===== src/sv/trc_pkg.sv =====
// ---------------------------------------------------------------------------
// trc_pkg: shared types and constants for the tag route cache
// Table size, payload structs, token and write-port structs, code values.
// ---------------------------------------------------------------------------
package trc_pkg;

	localparam int ENTRIES = 16;
	localparam int IDX_W   = (ENTRIES > 1) ? $clog2(ENTRIES) : 1;
	localparam int CNT_W   = $clog2(ENTRIES + 1);

	localparam int KEY_W = 64;
	localparam int WH_W  = 8;
	localparam int SC_W  = 24;
	localparam int ANG_W = 8;

	// reply classes
	localparam logic [1:0] CL_GOOD     = 2'd0;
	localparam logic [1:0] CL_PARSE    = 2'd1;
	localparam logic [1:0] CL_NOTFOUND = 2'd2;
	localparam logic [1:0] CL_OTHER    = 2'd3;

	// route status codes
	localparam logic [1:0] ST_SERVER  = 2'd0;
	localparam logic [1:0] ST_HIT     = 2'd1;
	localparam logic [1:0] ST_UNKNOWN = 2'd2;
	localparam logic [1:0] ST_NONE    = 2'd3;

	// configuration register indexes
	localparam logic [1:0] REG_WAREHOUSE  = 2'd0;
	localparam logic [1:0] REG_STORE_CODE = 2'd1;
	localparam logic [1:0] REG_ANGLE      = 2'd2;

	localparam logic [WH_W-1:0]  RST_WAREHOUSE  = 8'd2;
	localparam logic [SC_W-1:0]  RST_STORE_CODE = 24'd66;  // "B"
	localparam logic [ANG_W-1:0] RST_ANGLE      = 8'd90;

	typedef struct packed {
		logic [KEY_W-1:0] tag_key;
		logic             link_up;
		logic [1:0]       reply_class;
		logic [WH_W-1:0]  reply_warehouse;
		logic [SC_W-1:0]  reply_store_code;
		logic [ANG_W-1:0] reply_angle;
	} req_t;

	typedef struct packed {
		logic [1:0]       route_status;
		logic [WH_W-1:0]  warehouse;
		logic [SC_W-1:0]  store_code;
		logic [ANG_W-1:0] angle;
	} rsp_t;

	typedef struct packed {
		logic [WH_W-1:0]  warehouse;
		logic [SC_W-1:0]  store_code;
		logic [ANG_W-1:0] angle;
	} route_t;

	// search token walking down the cell chain
	typedef struct packed {
		logic             vld;
		logic [KEY_W-1:0] key;
		logic             hit;
		logic [IDX_W-1:0] idx;
		route_t           route;
	} tok_t;

	// broadcast write into one cell
	typedef struct packed {
		logic             en;
		logic [IDX_W-1:0] idx;
		logic [KEY_W-1:0] key;
		route_t           route;
	} wr_t;

endpackage


===== src/sv/trc_cell.sv =====
// ---------------------------------------------------------------------------
// trc_cell: one table entry of the route cache
// Holds a key and route, compares a passing search token against them and
// hands the token on to the next cell through a register.
// ---------------------------------------------------------------------------
module trc_cell import trc_pkg::*; (
	input  logic             clk,
	input  logic             arst_n,
	input  logic [IDX_W-1:0] cell_idx,
	input  logic [CNT_W-1:0] fill,
	input  wr_t              wr,
	input  tok_t             tok_in,
	output tok_t             tok_out
);

	logic [KEY_W-1:0] key_q;
	route_t           route_q;
	tok_t             tok_q;
	tok_t             tok_nxt;
	logic             live;

	// entries below the fill count hold real data
	assign live = CNT_W'(cell_idx) < fill;

	always_comb begin
		tok_nxt = tok_in;
		if (tok_in.vld && !tok_in.hit && live && key_q == tok_in.key) begin
			tok_nxt.hit   = 1'b1;
			tok_nxt.idx   = cell_idx;
			tok_nxt.route = route_q;
		end
	end

	always_ff @(posedge clk) begin
		if (wr.en && wr.idx == cell_idx) begin
			key_q   <= wr.key;
			route_q <= wr.route;
		end
	end

	always_ff @(posedge clk or negedge arst_n) begin
		if (!arst_n) begin
			tok_q.vld <= 1'b0;
		end else begin
			tok_q <= tok_nxt;
		end
	end

	assign tok_out = tok_q;

endmodule


===== src/sv/tag_route_cache_fallback.sv =====
// ---------------------------------------------------------------------------
// tag_route_cache_fallback: fully associative route cache with default route
// A new request is taken only while idle: the search token walks the chain
// of ENTRIES cells, one cell per cycle, the hit result is registered, then
// the result register and the write-back follow once the output is free.
// Reset: fill count and replace pointer clear, defaults load 2 / "B" / 90;
// entry storage is not cleared, entries at or above the fill count are never used.
// ---------------------------------------------------------------------------
module tag_route_cache_fallback import trc_pkg::*; (
	input  logic        clk,
	input  logic        arst_n,
	input  logic        req_valid,
	output logic        req_stall,
	input  req_t        req,
	output logic        rsp_valid,
	input  logic        rsp_stall,
	output rsp_t        rsp,
	input  logic        cfg_valid,
	output logic        cfg_ready,
	input  logic [1:0]  cfg_index,
	input  logic [23:0] cfg_data
);

	logic             busy_q;
	logic             pend_q;
	req_t             req_q;
	logic             hit_q;
	logic [IDX_W-1:0] hit_idx_q;
	route_t           hit_route_q;
	logic [CNT_W-1:0] fill_q;
	logic [IDX_W-1:0] ptr_q;
	route_t           dflt_q;
	logic             rsp_valid_q;
	rsp_t             rsp_q;

	tok_t             chain [ENTRIES+1];
	tok_t             tok_last;
	wr_t              wr;
	logic             req_fire;
	logic             out_free;
	logic             finish;
	logic             good;
	logic             not_found;
	logic             full;
	rsp_t             rsp_nxt;

	assign req_fire  = req_valid && !req_stall;
	assign req_stall = busy_q;
	assign cfg_ready = 1'b1;
	assign out_free  = !rsp_valid_q || !rsp_stall;
	assign finish    = pend_q && out_free;
	assign tok_last  = chain[ENTRIES];

	always_comb begin
		chain[0]       = '0;
		chain[0].vld   = req_fire;
		chain[0].key   = req.tag_key;
	end

	for (genvar i = 0; i < ENTRIES; i++) begin : g_cell
		trc_cell u_cell (
			.clk      (clk),
			.arst_n   (arst_n),
			.cell_idx (IDX_W'(i)),
			.fill     (fill_q),
			.wr       (wr),
			.tok_in   (chain[i]),
			.tok_out  (chain[i+1])
		);
	end

	assign good      = req_q.link_up && req_q.reply_class == CL_GOOD;
	assign not_found = req_q.link_up && req_q.reply_class == CL_NOTFOUND;
	assign full      = fill_q == CNT_W'(ENTRIES);

	// write-back of a good reply: update on hit, else fill the next free slot, else replace in order
	always_comb begin
		wr.en             = finish && good;
		wr.key            = req_q.tag_key;
		wr.route.warehouse  = req_q.reply_warehouse;
		wr.route.store_code = req_q.reply_store_code;
		wr.route.angle      = req_q.reply_angle;
		if (hit_q) begin
			wr.idx = hit_idx_q;
		end else if (!full) begin
			wr.idx = fill_q[IDX_W-1:0];
		end else begin
			wr.idx = ptr_q;
		end
	end

	always_comb begin
		if (good) begin
			rsp_nxt.route_status = ST_SERVER;
			rsp_nxt.warehouse    = req_q.reply_warehouse;
			rsp_nxt.store_code   = req_q.reply_store_code;
			rsp_nxt.angle        = req_q.reply_angle;
		end else if (not_found) begin
			rsp_nxt.route_status = ST_UNKNOWN;
			rsp_nxt.warehouse    = dflt_q.warehouse;
			rsp_nxt.store_code   = dflt_q.store_code;
			rsp_nxt.angle        = dflt_q.angle;
		end else if (hit_q) begin
			rsp_nxt.route_status = ST_HIT;
			rsp_nxt.warehouse    = hit_route_q.warehouse;
			rsp_nxt.store_code   = hit_route_q.store_code;
			rsp_nxt.angle        = hit_route_q.angle;
		end else begin
			rsp_nxt.route_status = ST_NONE;
			rsp_nxt.warehouse    = dflt_q.warehouse;
			rsp_nxt.store_code   = dflt_q.store_code;
			rsp_nxt.angle        = dflt_q.angle;
		end
	end

	always_ff @(posedge clk) begin
		if (req_fire) begin
			req_q <= req;
		end
		if (tok_last.vld) begin
			hit_q       <= tok_last.hit;
			hit_idx_q   <= tok_last.idx;
			hit_route_q <= tok_last.route;
		end
		if (finish) begin
			rsp_q <= rsp_nxt;
		end
	end

	always_ff @(posedge clk or negedge arst_n) begin
		if (!arst_n) begin
			busy_q      <= 1'b0;
			pend_q      <= 1'b0;
			rsp_valid_q <= 1'b0;
			fill_q      <= '0;
			ptr_q       <= '0;
			dflt_q.warehouse  <= RST_WAREHOUSE;
			dflt_q.store_code <= RST_STORE_CODE;
			dflt_q.angle      <= RST_ANGLE;
		end else begin
			if (req_fire) begin
				busy_q <= 1'b1;
			end else if (finish) begin
				busy_q <= 1'b0;
			end

			if (tok_last.vld) begin
				pend_q <= 1'b1;
			end else if (finish) begin
				pend_q <= 1'b0;
			end

			if (finish) begin
				rsp_valid_q <= 1'b1;
			end else if (!rsp_stall) begin
				rsp_valid_q <= 1'b0;
			end

			if (wr.en && !hit_q) begin
				if (!full) begin
					fill_q <= fill_q + CNT_W'(1);
				end else if (ptr_q == IDX_W'(ENTRIES - 1)) begin
					ptr_q <= '0;
				end else begin
					ptr_q <= ptr_q + IDX_W'(1);
				end
			end

			if (cfg_valid && cfg_ready) begin
				case (cfg_index)
					REG_WAREHOUSE:  dflt_q.warehouse  <= cfg_data[WH_W-1:0];
					REG_STORE_CODE: dflt_q.store_code <= cfg_data[SC_W-1:0];
					REG_ANGLE:      dflt_q.angle      <= cfg_data[ANG_W-1:0];
					default: ;
				endcase
			end
		end
	end

	assign rsp_valid = rsp_valid_q;
	assign rsp       = rsp_q;

	// token leaves the chain only for an item in flight that has not finished yet
	a_tok_exit: assert property (@(posedge clk) disable iff (!arst_n)
		tok_last.vld |-> busy_q && !pend_q)
		else $error("search token left chain with no item in flight");

	// no new request while a write-back is pending or a search token leaves the chain
	a_no_overlap: assert property (@(posedge clk) disable iff (!arst_n)
		req_fire |-> !pend_q && !tok_last.vld)
		else $error("request accepted during search");

	a_fill_range: assert property (@(posedge clk) disable iff (!arst_n)
		fill_q <= CNT_W'(ENTRIES))
		else $error("fill count beyond table size");

	// replacement pointer advances only once the table is full
	a_ptr_full: assert property (@(posedge clk) disable iff (!arst_n)
		!$stable(ptr_q) |-> $past(full))
		else $error("replace pointer moved before table full");

	// each finished item produces a result on the next cycle
	a_finish_rsp: assert property (@(posedge clk) disable iff (!arst_n)
		finish |=> rsp_valid && !busy_q)
		else $error("finished item did not produce a result");

endmodule

===== config.mk =====
export PLATFORM = sky130hd
export DESIGN_NAME = tag_route_cache_fallback
export DESIGN_NICKNAME = d
export VERILOG_FILES = /design/src/sv/trc_pkg.sv /design/src/sv/trc_cell.sv /design/src/sv/tag_route_cache_fallback.sv
export SDC_FILE = /design/constraint.sdc
export NUM_CORES = 2
export LEC_CHECK = 0
export ABC_AREA = 0
export BUFFER_PORTS_ARGS = -buffer_cell sky130_fd_sc_hd__buf_2
export CAP_MARGIN = 30
export CORE_UTILIZATION = 50
export DETAILED_ROUTE_END_ITERATION = 16
export PLACE_DENSITY = 0.66
export SLEW_MARGIN = 0
export SYNTH_ARGS = -nofsm -noshare
export SYNTH_HDL_FRONTEND = slang
export SYNTH_HIERARCHICAL = 1
export SYNTH_SLANG_ARGS = --single-unit

===== constraint.sdc =====
create_clock -name clk -period 42.9 [get_ports clk]
set_input_delay 8.58 -clock clk [delete_from_list [all_inputs] [get_ports clk]]
set_output_delay 8.58 -clock clk [all_outputs]
set_load 0.05 [all_outputs]

After elaboration in Yosys (flattened, before gate mapping) --
Index checks and enable logic that the tools add are counted.
Word-level totals: register bits 3606, input port bits 138, output and inout port bits 45, word-level logic and storage cells 382
Operators by class: $add $sub $neg 2, $lt $le $gt $ge 16, equal/unequal tests 37, mux-type cells 27, bitwise gates (word level) 1, reduce and logical (&&, ||, !) cells 100
Operator list (number):
- == test 64 bit | 16
- two-way mux 40 bit | 16
- two-way mux 42 bit | 2
- logical AND 1 bit | 69
- two-way mux 45 bit | 1
- less-than comparator 4 x 5 -> 1 bit (first input constant) | 8
- == test 4 bit (second input constant) | 9
- less-than comparator 3 x 5 -> 1 bit (first input constant) | 4
- zero test 1 bit | 19
- == test 4 x 3 -> 1 bit (second input constant) | 4
- two-way mux 4 bit | 3
- less-than comparator 1 x 5 -> 1 bit (first input constant) | 2
- less-than comparator 2 x 5 -> 1 bit (first input constant) | 2
- AND reduction 2 bit | 5
- == test 4 x 2 -> 1 bit (second input constant) | 2
- adder 5 x 1 -> 5 bit (second input constant) | 1
- == test 5 bit (second input constant) | 1
- two-way mux 1 bit | 5
- adder 4 x 1 -> 4 bit (second input constant) | 1
- == test 2 bit (second input constant) | 2
- == test 4 x 1 -> 1 bit (second input constant) | 1
- zero test 2 bit | 2
- zero test 4 bit | 1
- nonzero test 2 bit | 2
- 5 further kinds | 5

Logic depth before layout (Yosys ltp) --
word-level depth 6, depth in mapped cells 10, mapped depth without buffers 9

Modules after synthesis --
Netlist, hierarchy kept.
Modules (own cells, without submodules):
- trc_cell at g_cell[10].u_cell ... | times used 15, cells each 386, area each 8069.0 µm², sequential area each 6421.2 µm²
- tag_route_cache_fallback | times used 1, cells each 483, area each 8869.8 µm², sequential area each 7135.6 µm²
- trc_cell at g_cell[0].u_cell | times used 1, cells each 381, area each 8042.7 µm², sequential area each 6421.2 µm²

Least setup slack after synthesis --
OpenSTA, ideal clock, no wires.
path type input -> register, from input port rsp_stall, to register g_cell[0].u_cell.key_q[0] (enable), setup time 0.859 ns, arrival time 20.069 ns, data required time 42.041 ns, setup slack 21.972 ns, stages on the path 4, path buffers 0, path through a21bo_2 -> nor2_1 -> o21ai_0 -> nor4b_1
RTL lines:
- from (decl) | RTL line tag_route_cache_fallback.sv:16 | input logic rsp_stall,
- to (signal assigned) | RTL line trc_cell.sv:36 | key_q <= wr.key;
- to (decl) | RTL line trc_cell.sv:16 | logic [KEY_W-1:0] key_q;

Final worst setup path --
from input port arst_n, to register g_cell[14].u_cell.tok_q, in the netlist g_cell[14].u_cell/tok_out[35] (enable)
RTL lines:
- from (decl) | RTL line tag_route_cache_fallback.sv:11 | input logic arst_n,
- to (signal assigned) | RTL line trc_cell.sv:45 | tok_q <= tok_nxt;
- to (decl) | RTL line trc_cell.sv:18 | tok_t tok_q;
No word-level cell between the ends.

==> run summary <==
status: finished clean
final hold viol count: 0
Hold Crit Class: reg -> reg
Row Count: 191
GP Congestion: 0.8458
Yosys warning count: 6
grt total ovfl: 0
I/O pins: 183
WS Path Type: in -> reg
global-route wire length before repair: 388600 µm
root buf cell: clkbuf_16
Final Setup Violations: 0
Setup Skew: 0.06766 ns
CP Launch Type: input pin
Setup TNS: 0 ns
Die Height: 523.6 µm
mapped cell area: 0.1360 mm²
clk_lat worst skew: 0.92 ns
Residual DRC: 0
Clock Tree Buf Depth: 4
WL/cell: 23.04 µm
Starting Density: 0.5024
via count: 59.99k
cells after synthesis: 6590
final period utilization: 0.2844
Port Buf Inserts: 181
Routed Wire Length: 260700 µm
Worst-Margin Slew: 1.072 ns
critical path required time: 43.44 ns
fillers: 19.66k
max-slew violations: 0
TritonCTS Buffers: 363
Critical Path AT: 12.74 ns
most frequent cells in the layout: 3538 x edfxtp_1, 625 x mux2_4, 511 x xnor2_1
DP Wirelength: 167900 µm
CTS tree: done
largest net degree at the start of global routing: 176
Hold Buf Count CTS: 0
vias per cell: 5.302
Reg clk slew, reported paths: 0.06 ns
die area: 0.2741 mm²
die width: 523.6 µm
initial antenna violation count: 11
layout cell share with drive strength beyond 1: 0.2174
crit-path max FO: 175
PwrDens: 50.13 mW/mm²
synthesis-to-layout area growth: 13.71%
Setup Fix Bufs, Post-CTS: 0
WHS: 0.3686 ns
Syn Area/Cell: 20.64 µm²
Iter 0 DRT Violations: 4808
CTS resizes: 0
relative slew slack: 0.2852
max-cap viol count: 0
post-route ant nets: 0
nets: 7634
Pre-antenna DRT Iters: 5
Fmax: 0.08196 GHz
RSZ-0062 raised after global routing: no
leading cell type in the layout, fill and taps excluded: edfxtp_1
H-tree depth: 5
P_leak: 55.15 nW
Tot GR Track Use: 0.1890
Clock Sinks: 3606
crit end category: register
Tmin final: 12.20 ns
Max VDD drop: 0.03660 mV
core area: 0.2708 mm²
vias in the first global route: 62.59k
[per-stage QoR]
stage | cells | util | power [mW] | area, µm² | setup slack, ns
floorplan | 6859 | - | 4.491 | 137000 | 21.97
global placement | 10610 | 0.5236 | 4.703 | 141800 | 29.77
detailed placement | 10630 | 0.5263 | 4.742 | 142500 | 29.62
CTS | 11290 | 0.5694 | 7.819 | 154200 | 30.57
global route | 11310 | 0.5713 | 8.001 | 154700 | 30.46
finish | 11310 | 0.5713 | 7.754 | 154700 | 30.70
[metal layers]
metal,wire [µm],GRT usage,up-vias
li1,-,-,27080
met1,110700,0.2494,31020
met2,131600,0.3269,1419
met3,11030,0.02367,473
met4,7407,0.05961,2
met5,12,0,-
[area by class of cell]
cell class,instances,area (µm²),share of cell area
diodes,2,5.005,0.00003236
clock buffers,466,9751,0.06304
clock inverters,196,1916,0.01238
inverters,348,1306,0.008445
multi-input cells,2808,26410,0.1708
flip-flops and latches,3606,108000,0.6979
well taps,3570,4467,0.02888
repair buffers,318,2868,0.01854
[sequential cells by signal (all words and copies together), names as in the netlist]
register,flops
req_stall,1
rsp,42
hit_idx_q,4
fill_q,5
g_cell.u_cell/key_q,1024
hit_route_q,40
req_q,107
rsp_valid,1
pend_q,1
dflt_q,40
ptr_q,4
g_cell.u_cell/tok_out,1696
hit_q,1
g_cell.u_cell/route_q,640
[worst paths after layout]
kind,slack [ns],to,cells after the start,start
setup reg to reg,38.55,g_cell[5].u_cell/key_q[50],14,fill_q[0]
max in group asynchronous,31.30,g_cell[9].u_cell/tok_out[109],5,arst_n
setup / recovery,30.70,g_cell[14].u_cell/tok_out[35],6,arst_n
hold / removal,0.37,g_cell[6].u_cell/tok_out[109],0,g_cell[5].u_cell/tok_out[109]
hold reg to reg,0.37,g_cell[6].u_cell/tok_out[109],0,g_cell[5].u_cell/tok_out[109]
min in group asynchronous,9.53,fill_q[0],3,arst_n
[report_power, final]
group          total, mW  switching, mW  internal (mW)
Clock               3.08           1.30           1.79
Combinational      0.421          0.256          0.166
Sequential          4.25          0.148           4.10
Total               7.75           1.70           6.06
[worst max-delay path: stages]
cell	delay, ns
buf_12	0.59
buf_4	0.68
buf_4	0.77
buf_4	0.83
buf_4	0.55
buf_16	0.30
(Power assumes the default switching activity.)
